$ cat src/hw/rtl/pcgnms_pkg.sv
package pcgnms_pkg;

    localparam int MaxDetections = 64;
    localparam logic [15:0] ThrReset = 16'd13959;

    typedef enum logic [3:0] {
        ST_LOAD,
        ST_SEL_INIT,
        ST_SEL_RD,
        ST_SEL_CMP,
        ST_CHK_INIT,
        ST_CHK_RD,
        ST_CHK_MUL,
        ST_CHK_CMP,
        ST_EMIT_RD,
        ST_EMIT,
        ST_NONE
    } t_state;

    typedef struct packed {
        logic load_we;
        logic sel_init;
        logic sel_step;
        logic chk_init;
        logic chk_step;
        logic mul_go;
        logic cmp_go;
        logic mark_kept;
        logic rd_best;
        logic emit_load;
        logic none_load;
        logic clear_set;
    } t_cmd;

    typedef struct packed {
        logic sel_done;
        logic sel_found;
        logic chk_done;
        logic chk_hit;
        logic set_empty;
    } t_sts;

endpackage

$ cat src/hw/rtl/pcgnms_ctrl.sv
module pcgnms_ctrl import pcgnms_pkg::*; (
    input  logic i_clk,
    input  logic i_rst_n,
    input  logic i_in_xfer,
    input  logic i_set_end,
    input  logic i_out_ready,
    input  t_sts i_sts,
    output t_cmd o_cmd,
    output logic o_in_ready,
    output logic o_out_valid,
    output logic o_last_result
);
    t_state r_state, n_state;
    logic   r_valid, n_valid;
    logic   r_last, n_last;
    logic   r_pend, n_pend;
    logic [1:0] r_pipe, n_pipe;

    always_ff @(posedge i_clk) begin
        if (!i_rst_n) begin
            r_state <= ST_LOAD;
            r_valid <= 1'b0;
            r_last  <= 1'b0;
            r_pend  <= 1'b0;
            r_pipe  <= '0;
        end else begin
            r_state <= n_state;
            r_valid <= n_valid;
            r_last  <= n_last;
            r_pend  <= n_pend;
            r_pipe  <= n_pipe;
        end
    end

    always_comb begin
        n_state = r_state;
        n_valid = r_valid;
        n_last  = r_last;
        n_pend  = r_pend;
        n_pipe  = r_pipe;
        o_cmd   = '0;
        o_in_ready = 1'b0;
        if (r_valid && i_out_ready) begin
            n_valid = 1'b0;
        end
        case (r_state)
            ST_LOAD: begin
                o_in_ready = !r_valid;
                if (i_in_xfer) begin
                    o_cmd.load_we = 1'b1;
                    if (i_set_end) begin
                        n_state = ST_SEL_INIT;
                    end
                end
            end
            ST_SEL_INIT: begin
                o_cmd.sel_init = 1'b1;
                n_state = ST_SEL_RD;
            end
            // each entry in turn: read, then compare
            ST_SEL_RD: begin
                if (i_sts.sel_done) begin
                    n_state = i_sts.sel_found ? ST_CHK_INIT : ST_NONE;
                end else begin
                    o_cmd.sel_step = 1'b1;
                    n_state = ST_SEL_CMP;
                end
            end
            ST_SEL_CMP: begin
                o_cmd.cmp_go = 1'b1;
                n_state = ST_SEL_RD;
            end
            ST_CHK_INIT: begin
                o_cmd.rd_best = 1'b1;
                n_state = ST_EMIT_RD;
            end
            ST_EMIT_RD: begin
                o_cmd.chk_init = 1'b1;
                n_state = ST_CHK_RD;
            end
            ST_CHK_RD: begin
                if (i_sts.chk_done) begin
                    if (i_sts.chk_hit) begin
                        n_state = ST_SEL_INIT;
                    end else if (r_pend) begin
                        // another box follows, so the held one is not the last
                        n_valid = 1'b1;
                        n_last  = 1'b0;
                        n_pend  = 1'b0;
                    end else if (!r_valid || i_out_ready) begin
                        o_cmd.mark_kept = 1'b1;
                        o_cmd.rd_best = 1'b1;
                        n_state = ST_EMIT;
                    end
                end else begin
                    o_cmd.chk_step = 1'b1;
                    n_state = ST_CHK_MUL;
                end
            end
            ST_CHK_MUL: begin
                o_cmd.mul_go = 1'b1;
                n_state = ST_CHK_CMP;
                n_pipe = 2'd0;
            end
            ST_CHK_CMP: begin
                o_cmd.cmp_go = 1'b1;
                if (r_pipe == 2'd0) begin
                    o_cmd.chk_step = 1'b1;
                    o_cmd.sel_step = 1'b0;
                    n_pipe = 2'd1;
                end else begin
                    o_cmd.mul_go = 1'b1;
                    n_state = ST_CHK_RD;
                end
            end
            ST_EMIT: begin
                o_cmd.emit_load = 1'b1;
                n_pend  = 1'b1;
                n_state = ST_SEL_INIT;
            end
            ST_NONE: begin
                if (!r_valid || i_out_ready) begin
                    if (i_sts.set_empty) begin
                        o_cmd.none_load = 1'b1;
                    end
                    n_valid = 1'b1;
                    n_last  = 1'b1;
                    n_pend  = 1'b0;
                    o_cmd.clear_set = 1'b1;
                    n_state = ST_LOAD;
                end
            end
            default: begin
                n_state = ST_LOAD;
            end
        endcase
    end

    assign o_out_valid   = r_valid;
    assign o_last_result = r_last;
endmodule

$ cat config.mk
export PLATFORM = sky130hd
export DESIGN_NAME = pcgnms_ctrl
export DESIGN_NICKNAME = d
export VERILOG_FILES = /design/src/hw/rtl/pcgnms_pkg.sv /design/src/hw/rtl/pcgnms_ctrl.sv
export SDC_FILE = /design/constraint.sdc
export NUM_CORES = 1
export LEC_CHECK = 0
export ABC_CLOCK_PERIOD_IN_PS = 2050
export BUFFER_PORTS_ARGS = -buffer_cell sky130_fd_sc_hd__clkbuf_2
export CORE_MARGIN = 2
export CORE_UTILIZATION = 37
export DETAILED_ROUTE_END_ITERATION = 8
export GPL_TIMING_DRIVEN = 0
export MAX_ROUTING_LAYER = met4
export SLEW_MARGIN = 40
export SYNTH_ARGS = -nofsm -noshare
export SYNTH_HDL_FRONTEND = slang
export SYNTH_SLANG_ARGS = --single-unit
export TNS_END_PERCENT = 30
$ cat constraint.sdc
create_clock -name i_clk -period 2.05 [get_ports i_clk]
set_clock_uncertainty 0.2 [all_clocks]
set_input_delay 0.3075 -clock i_clk [delete_from_list [all_inputs] [get_ports i_clk]]
set_output_delay 0.3075 -clock i_clk [all_outputs]
set_load 0.05 [all_outputs]
Word-level counts from Yosys, hierarchy flattened --
Cells that the tools add are included.
Cells by class: equal/unequal tests 20, muxes and demuxes 51, reductions and logical operators 14
Operators with widths (number):
- $mux 4 | 10
- $pmux 4 s10 | 1
- $mux 1 | 26
- $eq 4x3->1 const B | 4
- $ne 2x2->1 const B | 8
- $mux 2 | 7
- $eq 4x4->1 const B | 3
- $pmux 1 s2 | 5
- $eq 4x2->1 const B | 2
- $ne 4x4->1 const B | 2
- $reduce_and 6->1 | 1
- $reduce_and 5->1 | 1
- $eq 4x1->1 const B | 1
- $logic_not 4->1 | 1
- $pmux 2 s2 | 1
- $reduce_and 4->1 | 1
- $reduce_bool 2->1 | 2
- $reduce_or 2->1 | 2
- $pmux 1 s3 | 1
- $reduce_bool 3->1 | 1
- $logic_not 2->1 | 1
- $reduce_and 2->1 | 1
- $logic_and 1x1->1 | 1
- $logic_not 1->1 | 1
- $logic_or 1x1->1 | 1
Storage, ports and cells: bits in registers 9, bits of input ports 10, output and inout bits 15, word-level logic and storage cells 90

Logic depth before layout (Yosys ltp) --
Gate-level depths: netlist (run 1).
depth after elaboration 7, mapped depth 6, gate-level depth less buffers 5

Least setup slack after synthesis (run 1) --
OpenSTA, ideal clock, no wires.
path kind register -> output, start register r_state[1], end output port o_cmd[3] (netlist name), arrival time 2.034 ns, data required time 1.542 ns, slack -0.492 ns, cell stages (with the launch flop) 6, path buffers 1, cell sequence dfxtp_1 -> buf_4 -> nand2b_4 -> and4bb_4 -> nor3b_2 -> a21o_1
RTL lines:
- start, declared | RTL line pcgnms_ctrl.sv:13 | t_state r_state, n_state;
- start signal, assigned | RTL line pcgnms_ctrl.sv:27 | r_state <= n_state;
- end, declared | RTL line pcgnms_ctrl.sv:8 | output t_cmd o_cmd,

==> metrics.md, run 1 <==
| Metric | Value |
|---|---|
| DR DRC count | 0 |
| Fin area | 910 sq um |
| Area growth syn-to-layout | 44.5% |
| Unrepaired setup endpoints after global routing | yes |
| Wirelength per Cell | 13.4 um |
| IO Count | 25 |
| Synth cell types | 28 |
| Avg Vias per Cell | 5.49 |
| Leak Pwr | 0.450 nW |
| Row count | 14 |
| Yosys top cell area share | 0.254 |
| Max clock buf depth | 2 |
| Root buf cell | clkbuf_4 |
| Final wirelength | 1.75 mm |
| Synthesized area | 629 sq um |
| Die Span X | 45.2 um |
| First-pass GRT wire length | 2.90 mm |
| Post-route setup TNS | -0.0505 ns |
| Min Tclk post-route | 2.09 ns |
| Crit path cell chain | nand2b_4, and4bb_4, nor3b_4, a21o_1, buf_8 |
| Skew-Pair Late Insertion Delay | 0.26 ns |
| Worst-Margin Slew | 0.434 ns |
| Cell taking the most area after synthesis | dfxtp_1 |
| Arr. time, crit path | 1.58 ns |
| Hold buffers post-CTS | 0 |
| Syn Nets | 93 |
| Clock sink total | 8 |
| VDD IR-drop max | 0.000624 V |
| Internal power | 0.582 mW |
| Seq pwr share | 0.216 |
| Async set or reset register ratio after synthesis | 0 |
| Diodes inserted | 0 |
| RR Endpoint | r_state[0] |
| Kind of critical path | reg -> out |
| Worst setup SP type | flip-flop |
| Placer's final routability congestion estimate | 0.836 |
| Die area | 2050 sq um |
| Slew Viols, Final | 0 |
| Worst min-delay path category | in -> reg |
| Switch Pwr | 0.576 mW |
| Relative slew slack | 0.710 |
| Critical path required time | 1.54 ns |
| Layout cell share with drive strength beyond 1 | 0.461 |
| R2R cell count | 6 |
| CTS buffer count | 3 |
| Failing checks | negative setup slack |
| Die height | 45.2 um |
| CTS tree | done |
| Setup violations, final | 2 |
| Dpl ws | -0.0335 ns |
| Number of flops mapped to enable cells by yosys | 0 |
| Clock power share | 0.103 |
| Post-synthesis average cell area | 7.58 sq um |
| Placed cell area | 782 sq um |
| Commonest non-fill, non-tap cell in the layout | clkbuf_2 |
| Total power | 1.16 mW |
| Critical path capture point type | primary output |
| Multi-input logic area | 469 sq um |
| Synth Instances | 83 |
| PortBufs | 24 |
| Reg2Reg Setup Slack | 0.42 ns |
| Primary FF master, synth | dfxtp_1 |
| Buf/Inv on CP | 1 |
| Switching Share | 0.498 |
| MaxCap Viol Count | 0 |
| Register area | 170 sq um |
| Hold_sp | i_rst_n |
| Ys Warns | 0 |
| DR iter-0 viols | 20 |
| Htree depth | 1 |
| Combinational group share of total power | 0.681 |
| Hold Path Depth | 3 |
| Worst-path clk slew | 0.06 ns |
| DR vias | 719 |
| Largest net degree at the start of global routing | 11 |
| Antenna viol nets, final | 0 |
| Vias in the first global route | 676 |
| Core area | 1560 sq um |
| Seq cells post-synth | 8 |
| Global-route total usage across every layer | 0.204 |
| Final worst slack | -0.0366 ns |
| Most frequent cells in the layout | clkbuf_2, nor2_1, buf_4, nand2_1 |
| Tcrit/Tclk final | 1.02 |
| Pwr dens | 1270 nW/um^2 |
| Fin nets | 127 |
| Drt pass-1 iters | 4 |
| Hold endpoint | r_state[3] |
| Biggest cell delay along the critical path | 0.35 ns |
| Final hold violation count | 0 |
| Max Clk Rate | 0.479 GHz |
| Outcome | complete, but fails checks |
| CP max-delay cell | dfxtp_4 |
| Synth top area cells | dfxtp_1, mux2i_1, nor2b_1 |
| Fill count | 160 |
| CP delay by family, top | simple AND/OR/NAND/NOR gates |
| Crit path max fanout | 4 |
| Sequential share of the synthesized area | 0.254 |
| Post-DP HPWL | 1.26 mm |
| Initial antenna violation count | 0 |
| Initial Util | 0.404 |
| Reg-to-reg startpoint | r_state[3] |
| Grt total ovfl | 0 |
## final cells by class
class	count	share of cell area
plain buffers	5	0.0399
clock buffers	3	0.0248
inverters	1	0.00413
multi-input cells	68	0.516
flip-flops and latches	8	0.187
well taps	16	0.0220
repair buffers	30	0.206
## sequential cells by signal, summed over array words and instances, names as in the netlist
register,flops
r_state,4
o_last_result,1
o_out_valid,1
r_pend,1
r_pipe,1
## power by group through the flow
| stage | clock [mW] | combinational [mW] | sequential [mW] |
|---|---|---|---|
| after global routing | 0.134 | 0.857 | 0.255 |
| after detailed placement | 0 | 0.691 | 0.223 |
| after floorplan | 0 | 0.552 | 0.215 |
| after CTS | 0.121 | 0.760 | 0.243 |
| after global placement | 0 | 0.678 | 0.222 |
| final | 0.119 | 0.789 | 0.250 |
## synth_stat cells (all sizes together) (2+ instances only)
library cell	instances
and2	3
a21o	2
nor3	4
dfxtp	8
nor4	2
mux2i	5
o21ai	7
a31oi	2
nand2b	4
buf	5
nand2	9
nor2	10
nor2b	7
a21oi	4
## logic make-up (layout without fill, tap and decap cells)
kind of cell           Yosys count  count (layout)  synth area share
buffers and inverters            7              39            0.0596
DFF                              8               8             0.254
AOI/OAI and AO/OA               19              19             0.195
muxes                            5               5            0.0795
and+or+nand+nor                 44              44             0.412
## worst max-delay path by stage
| stage | startpoint | end | slack [ns] | cells after the start |
|---|---|---|---|---|
| detailed placement | r_state[2] | o_cmd[3] | -0.03 | 5 |
| finish | r_state[1] | o_cmd[3] | -0.04 | 5 |
| global route | r_state[1] | o_cmd[3] | -0.09 | 5 |
| global placement | r_state[2] | o_cmd[3] | -0.03 | 5 |
| floorplan | o_out_valid | o_cmd[1] | -0.46 | 3 |
| CTS | r_state[1] | o_cmd[3] | -0.02 | 5 |
## per-layer routing
metal,GRT usage,vias to the layer above,routed length [um]
met5,-,-,0
met4,0.0471,0,0
met3,0.0600,0,84
met2,0.337,20,886
met1,0.244,339,778
li1,-,360,-
## stage by stage
step	hold WS, ns	utilization	std cells
2_1_floorplan	0.216	-	83
3_3_place_gp	0.275	0.502	123
3_5_place_dp	0.287	0.502	123
4_1_cts	0.152	0.561	129
5_1_grt	0.183	0.583	131
6_report	0.155	0.583	131
## worst min-delay path, delay by kind of cell
family	cells	cell delay (ns)
and+or+nand+nor	1	0.06
AOI/OAI and AO/OA	1	0.06
buffers and inverters	1	0.15
## timing repair
action	CTS	global route
pin swaps	1	1
resized for setup	17	11
buffers inserted	4	2
endpoints found under the setup margin	7	9
No activity file was read; power rests on OpenSTA's default activity.
==> inputs of run 2 (changes only) <==
--- a/config.mk
+++ b/config.mk
@@ -6,12 +6,15 @@
 export NUM_CORES = 1
 export LEC_CHECK = 0
 export ABC_CLOCK_PERIOD_IN_PS = 2050
-export BUFFER_PORTS_ARGS = -buffer_cell sky130_fd_sc_hd__clkbuf_2
+export CELL_PAD_IN_SITES_DETAIL_PLACEMENT = 0
+export CELL_PAD_IN_SITES_GLOBAL_PLACEMENT = 1
 export CORE_MARGIN = 2
 export CORE_UTILIZATION = 37
 export DETAILED_ROUTE_END_ITERATION = 8
+export DONT_BUFFER_PORTS = 1
 export GPL_TIMING_DRIVEN = 0
 export MAX_ROUTING_LAYER = met4
+export PLACE_DENSITY_LB_ADDON = 0.1
 export SLEW_MARGIN = 40
 export SYNTH_ARGS = -nofsm -noshare
 export SYNTH_HDL_FRONTEND = slang
==> metrics.md, run 2 (same netlist as run 1, synthesis figures left out) <==
| Metric | Value |
|---|---|
| Outcome | complete, but fails checks (unchanged) |
| Failing checks | negative setup slack (unchanged) |
| Worst-path clk slew | 0.06 ns (about the same) |
| Root buf cell | clkbuf_4 (unchanged) |
| Relative slew slack | 0.517 (was 0.710) |
| Slew Viols, Final | 0 (unchanged) |
| Placer's final routability congestion estimate | 0.770 (was 0.836) |
| Biggest register | r_state (unchanged) |
| Vias in the first global route | 627 (was 676) |
| Biggest cell delay along the critical path | 0.55 ns (was 0.35 ns) |
| Max clock buf depth | 2 (unchanged) |
| Critical path capture point type | primary output (unchanged) |
| Clock sink total | 8 (unchanged) |
| Largest net degree at the start of global routing | 11 (unchanged) |
| Max Clk Rate | 0.429 GHz (was 0.479 GHz) |
| Placed cell area | 697 sq um (was 782 sq um) |
| Kind of critical path | reg -> out (unchanged) |
| CP max-delay cell | nor3b_4 (was dfxtp_4) |
| First-pass GRT wire length | 2.88 mm (was 2.90 mm) |
| Htree depth | 1 (unchanged) |
| Final worst slack | -0.283 ns (was -0.0366 ns) |
| Wirelength per Cell | 15.9 um (was 13.4 um) |
| PortBufs | 0 (was 24) |
| Die Span X | 45.2 um (unchanged) |
| RR Endpoint | r_state[1] (was r_state[0]) |
| MaxCap Viol Count | 0 (unchanged) |
| Crit path max fanout | 2 (was 4) |
| Reg-to-reg startpoint | r_state[2] (was r_state[3]) |
| Global-route total usage across every layer | 0.203 (was 0.204) |
| Final wirelength | 1.73 mm (was 1.75 mm) |
| Drt pass-1 iters | 4 (unchanged) |
| Die height | 45.2 um (unchanged) |
| Antenna viol nets, final | 0 (unchanged) |
| Grt total ovfl | 0 (unchanged) |
| Worst Hold Slack | 0.0112 ns (was 0.155 ns) |
| Area growth syn-to-layout | 35.8% (was 44.5%) |
| CTS buffer count | 3 (unchanged) |
| Unrepaired setup endpoints after global routing | yes (unchanged) |
| Critical path required time | 1.54 ns (about the same) |
| Avg Vias per Cell | 5.79 (was 5.49) |
| Worst setup SP type | flip-flop (unchanged) |
| Final hold violation count | 0 (unchanged) |
| Worst-Margin Slew | 0.720 ns (was 0.434 ns) |
| Worst min-delay path category | in -> reg (unchanged) |
| Layout cell share with drive strength beyond 1 | 0.419 (was 0.461) |
| Fin nets | 105 (was 127) |
| Die area | 2050 sq um (unchanged) |
| Reg2Reg Setup Slack | 0.43 ns (was 0.42 ns) |
| CP startpoint | r_state[1] (unchanged) |
| Min Tclk post-route | 2.33 ns (was 2.09 ns) |
| R2R cell count | 6 (unchanged) |
| DR DRC count | 0 (unchanged) |
| Fill count | 164 (was 160) |
| Fin area | 855 sq um (was 910 sq um) |
| Leak Pwr | 0.352 nW (was 0.450 nW) |
| Diodes inserted | 0 (unchanged) |
| Skew-Pair Late Insertion Delay | 0.25 ns (was 0.26 ns) |
| Setup violations, final | 3 (was 2) |
| Tcrit/Tclk final | 1.14 (was 1.02) |
| Post-DP HPWL | 1.14 mm (was 1.26 mm) |
| Arr. time, crit path | 1.83 ns (was 1.58 ns) |
| Core area | 1560 sq um (unchanged) |
| IO Count | 25 (unchanged) |
| Pwr dens | 1310 nW/um^2 (was 1270 nW/um^2) |
| CTS tree | done (unchanged) |
| Core Util, Final | 0.548 (was 0.583) |
| DR vias | 631 (was 719) |
| Initial antenna violation count | 0 (unchanged) |
| End of the critical path | o_cmd[3] (unchanged) |
| VDD IR-drop max | 0.000760 V (was 0.000624 V) |
| Crit path cell chain | nand2b_4, and4bb_4, nor3b_4, a21o_4 (was nand2b_4, and4bb_4, nor3b_4, a21o_1, buf_8) |
| DR iter-0 viols | 9 (was 20) |
| Max reg flops | 4 (unchanged) |
| Initial Util | 0.404 (unchanged) |
| Row count | 14 (unchanged) |
| Most frequent cells in the layout | nor2_1, nand2_1, buf_4, o21ai_0, mux2i_1 (was clkbuf_2, nor2_1, buf_4, nand2_1) |
## run 2: how the worst min path moves through the flow
| stage | from | end | slack, ns | cells after the start |
|---|---|---|---|---|
| detailed placement | i_rst_n | r_state[3] | 0.23 | 2 |
| CTS | i_rst_n | r_state[3] | 0.01 | 2 |
| floorplan | i_rst_n | r_state[3] | 0.22 | 2 |
| global placement | i_rst_n | r_state[3] | 0.22 | 2 |
| finish | i_rst_n | r_state[3] | 0.01 | 2 |
| global route | i_rst_n | r_state[2] | 0.01 | 2 |
## run 2: where the power goes
group	switching [mW]	internal, mW
logic	0.474	0.280
clock network	0.0535	0.0670
registers	0.0485	0.200
total	0.576	0.547
## run 2: critical path: cells and delay by family, from the launching register on
kind | cells | cell delay [ns]
and+or+nand+nor | 3 | 0.98
AOI/OAI and AO/OA | 1 | 0.25
DFF | 1 | 0.34
## run 2: cell type report
class | count | area [sq um] | share of cell area
timing repair buffer | 8 | 58.8 | 0.0688
multi-input combinational | 68 | 537 | 0.628
sequential | 8 | 173 | 0.202
clock buffer | 3 | 22.5 | 0.0264
tap | 16 | 20.0 | 0.0234
inverter | 1 | 3.75 | 0.00439
buffer | 5 | 40.0 | 0.0469
## run 2: timing repair
action                                 CTS  global route
endpoints found under the hold margin    2             0
gates resized for setup                 27             4
pin swaps                                5             3
buffers inserted                         5             0
setup endpoints to repair                9             6
hold buffers                             1             0
## run 2: per-layer routing
layer,up-vias,global-route usage,share of wire
li1,315,-,-
met1,298,0.258,0.46
met2,18,0.326,0.49
met3,0,0.0680,0.050
met4,0,0.0176,0
met5,-,-,0
## run 2: through the flow
| step | instances | setup WS, ns | power (mW) | TNS [ns] |
|---|---|---|---|---|
| floorplan | 83 | -0.461 | 0.767 | -1.34 |
| global placement | 99 | -0.586 | 0.845 | -2.22 |
| detailed placement | 101 | -0.421 | 0.869 | -0.710 |
| CTS | 109 | -0.297 | 1.12 | -0.408 |
| global route | 109 | -0.352 | 1.21 | -0.623 |
| finish | 109 | -0.283 | 1.12 | -0.361 |
==> inputs of run 3 (changes only) <==
--- a/config.mk
+++ b/config.mk
@@ -9,7 +9,7 @@
 export CELL_PAD_IN_SITES_DETAIL_PLACEMENT = 0
 export CELL_PAD_IN_SITES_GLOBAL_PLACEMENT = 1
 export CORE_MARGIN = 2
-export CORE_UTILIZATION = 37
+export CORE_UTILIZATION = 41
 export DETAILED_ROUTE_END_ITERATION = 8
 export DONT_BUFFER_PORTS = 1
 export GPL_TIMING_DRIVEN = 0
==> metrics.md, run 3 (same netlist as run 1, synthesis figures left out) <==
| Metric | Value |
|---|---|
| Fin nets | 105 (unchanged) |
| Unrepaired setup endpoints after global routing | yes (unchanged) |
| Final worst slack | -0.269 ns (was -0.283 ns) |
| Final hold violation count | 0 (unchanged) |
| Biggest register | r_state (unchanged) |
| Die area | 1860 sq um (was 2050 sq um) |
| Htree depth | 1 (unchanged) |
| R2R cell count | 6 (unchanged) |
| Crit path cell chain | nand2b_4, and4bb_4, nor3b_4, a21o_4 (unchanged) |
| Total power | 1.12 mW (about the same) |
| Tcrit/Tclk final | 1.13 (was 1.14) |
| Largest net degree at the start of global routing | 11 (unchanged) |
| Leak Pwr | 0.351 nW (was 0.352 nW) |
| Max Clk Rate | 0.431 GHz (was 0.429 GHz) |
| Initial antenna violation count | 0 (unchanged) |
| IO Count | 25 (unchanged) |
| CP startpoint | r_state[1] (unchanged) |
| Worst-Margin Slew | 0.720 ns (about the same) |
| Antenna viol nets, final | 0 (unchanged) |
| Pwr dens | 1310 nW/um^2 (about the same) |
| Worst Hold Slack | 0.0158 ns (was 0.0112 ns) |
| Diodes inserted | 0 (unchanged) |
| Internal power | 0.546 mW (was 0.547 mW) |
| Crit path max fanout | 2 (unchanged) |
| Worst min-delay path category | in -> reg (unchanged) |
| Area growth syn-to-layout | 35.8% (unchanged) |
| Met1 usage in global routing | 0.266 (was 0.258) |
| Placed cell area | 697 sq um (unchanged) |
| Core area | 1470 sq um (was 1560 sq um) |
| Post-route setup TNS | -0.300 ns (was -0.361 ns) |
| Seq pwr share | 0.223 (was 0.221) |
| Final wirelength | 1.61 mm (was 1.73 mm) |
| Fin area | 855 sq um (unchanged) |
| Reg-to-reg startpoint | r_state[2] (unchanged) |
| Row count | 14 (unchanged) |
| PortBufs | 0 (unchanged) |
| Die Span X | 43.2 um (was 45.2 um) |
| Kind of critical path | reg -> out (unchanged) |
| Root buf cell | clkbuf_4 (unchanged) |
| Vias in the first global route | 589 (was 627) |
| Biggest cell delay along the critical path | 0.54 ns (was 0.55 ns) |
| Switch Pwr | 0.575 mW (was 0.576 mW) |
| Grt total ovfl | 0 (unchanged) |
| Placer's final routability congestion estimate | 0.804 (was 0.770) |
| MaxCap Viol Count | 0 (unchanged) |
| Buf/Inv on CP | 0 (unchanged) |
| Grt peak-use layer | met2 (unchanged) |
| CP max-delay cell | nor3b_4 (unchanged) |
| RR Endpoint | r_state[1] (unchanged) |
| Critical path required time | 1.54 ns (about the same) |
| Commonest non-fill, non-tap cell in the layout | nand2_1 |
| Layout cell share with drive strength beyond 1 | 0.441 (was 0.419) |
| Wirelength per Cell | 14.8 um (was 15.9 um) |
| Slew Viols, Final | 0 (unchanged) |
| CP delay by family, top | simple AND/OR/NAND/NOR gates (unchanged) |
| First-pass GRT wire length | 2.71 mm (was 2.88 mm) |
| GR Util met2 | 0.304 (was 0.326) |
| Skew-Pair Late Insertion Delay | 0.24 ns (was 0.25 ns) |
| VDD IR-drop max | 0.000523 V (was 0.000760 V) |
| Worst-path clk slew | 0.05 ns (was 0.06 ns) |
| CTS buffer count | 3 (unchanged) |
| Clock power share | 0.103 (was 0.107) |
| Relative slew slack | 0.517 (about the same) |
| Setup violations, final | 3 (unchanged) |
| Die height | 43.2 um (was 45.2 um) |
| Switching Share | 0.513 (about the same) |
| Dpl ws | -0.438 ns (was -0.421 ns) |
| CTS tree | done (unchanged) |
| Fill count | 143 (was 164) |
| Worst setup SP type | flip-flop (unchanged) |
| Outcome | complete, but fails checks (unchanged) |
| Initial Util | 0.428 (was 0.404) |
| Max reg flops | 4 (unchanged) |
| Reg2Reg Setup Slack | 0.45 ns (was 0.43 ns) |
| GRT met3 Usage | 0.0468 (was 0.0680) |
| Avg Vias per Cell | 5.74 (was 5.79) |
| DR DRC count | 0 (unchanged) |
| Drt pass-1 iters | 4 (unchanged) |
| Clock sink total | 8 (unchanged) |
| End of the critical path | o_cmd[3] (unchanged) |
| Arr. time, crit path | 1.81 ns (was 1.83 ns) |
| DR vias | 626 (was 631) |
| DR iter-0 viols | 6 (was 9) |
| Critical path capture point type | primary output (unchanged) |
| Failing checks | negative setup slack (unchanged) |
| Most frequent cells in the layout | nand2_1, nor2_1, o21ai_0, buf_4, mux2i_1 (was nor2_1, nand2_1, buf_4, o21ai_0, mux2i_1) |
| Min Tclk post-route | 2.32 ns (was 2.33 ns) |
| Combinational group share of total power | 0.674 (was 0.671) |
| Worst path depth | 4 (unchanged) |
| Max clock buf depth | 2 (unchanged) |
| Global-route total usage across every layer | 0.200 (was 0.203) |
| Post-DP HPWL | 1.11 mm (was 1.14 mm) |
==> run 3: cell type report <==
type | instances | area, sq um | share of cell area
Timing Repair Buffer | 8 | 58.8 | 0.0688
Inverter | 1 | 3.75 | 0.00439
Tap cell | 16 | 20.0 | 0.0234
Sequential cell | 8 | 174 | 0.204
Buffer | 5 | 36.3 | 0.0425
Multi-Input combinational cell | 68 | 539 | 0.631
Clock buffer | 3 | 22.5 | 0.0264
==> run 3: stage by stage <==
stage | util | std cells
floorplan | - | 83
global placement | 0.450 | 99
detailed placement | 0.474 | 101
CTS | 0.574 | 109
global route | 0.581 | 109
finish | 0.581 | 109
==> run 3: timing repair <==
action                                 CTS  global route
setup endpoints to repair                9             8
hold buffers                             1             0
buffers inserted                         5             0
endpoints found under the hold margin    2             0
pin swaps                                5             2
resized for setup                       26             5
==> run 3: worst min path at each step <==
stage                  from          to  slack, ns  cells past startpoint
floorplan           i_rst_n  r_state[3]       0.22                      2
global placement    i_rst_n  r_state[3]       0.23                      2
detailed placement  i_rst_n  r_state[3]       0.23                      2
CTS                 i_rst_n  r_state[3]       0.02                      2
global route        i_rst_n  r_state[3]       0.02                      2
finish              i_rst_n  r_state[3]       0.02                      2
==> run 3: worst register-to-register path, delay by kind of cell, from the launching register on <==
kind | cells | cell delay, ns
flops | 1 | 0.36
buf+inv | 1 | 0.15
compound gates | 2 | 0.36
simple gates | 3 | 0.43
==> run 3: routing by layer <==
metal,part of all wire,routed length (um)
met1,0.46,744
met2,0.48,774
met3,0.048,77
met4,0.0068,11
met5,0,0
==> run 3: power by group through the flow <==
stage	Combinational, mW	Sequential [mW]	Clock, mW
floorplan	0.552	0.215	0
global placement	0.619	0.225	0
detailed placement	0.646	0.224	0
CTS	0.745	0.246	0.122
global route	0.815	0.256	0.134
finish	0.756	0.250	0.115
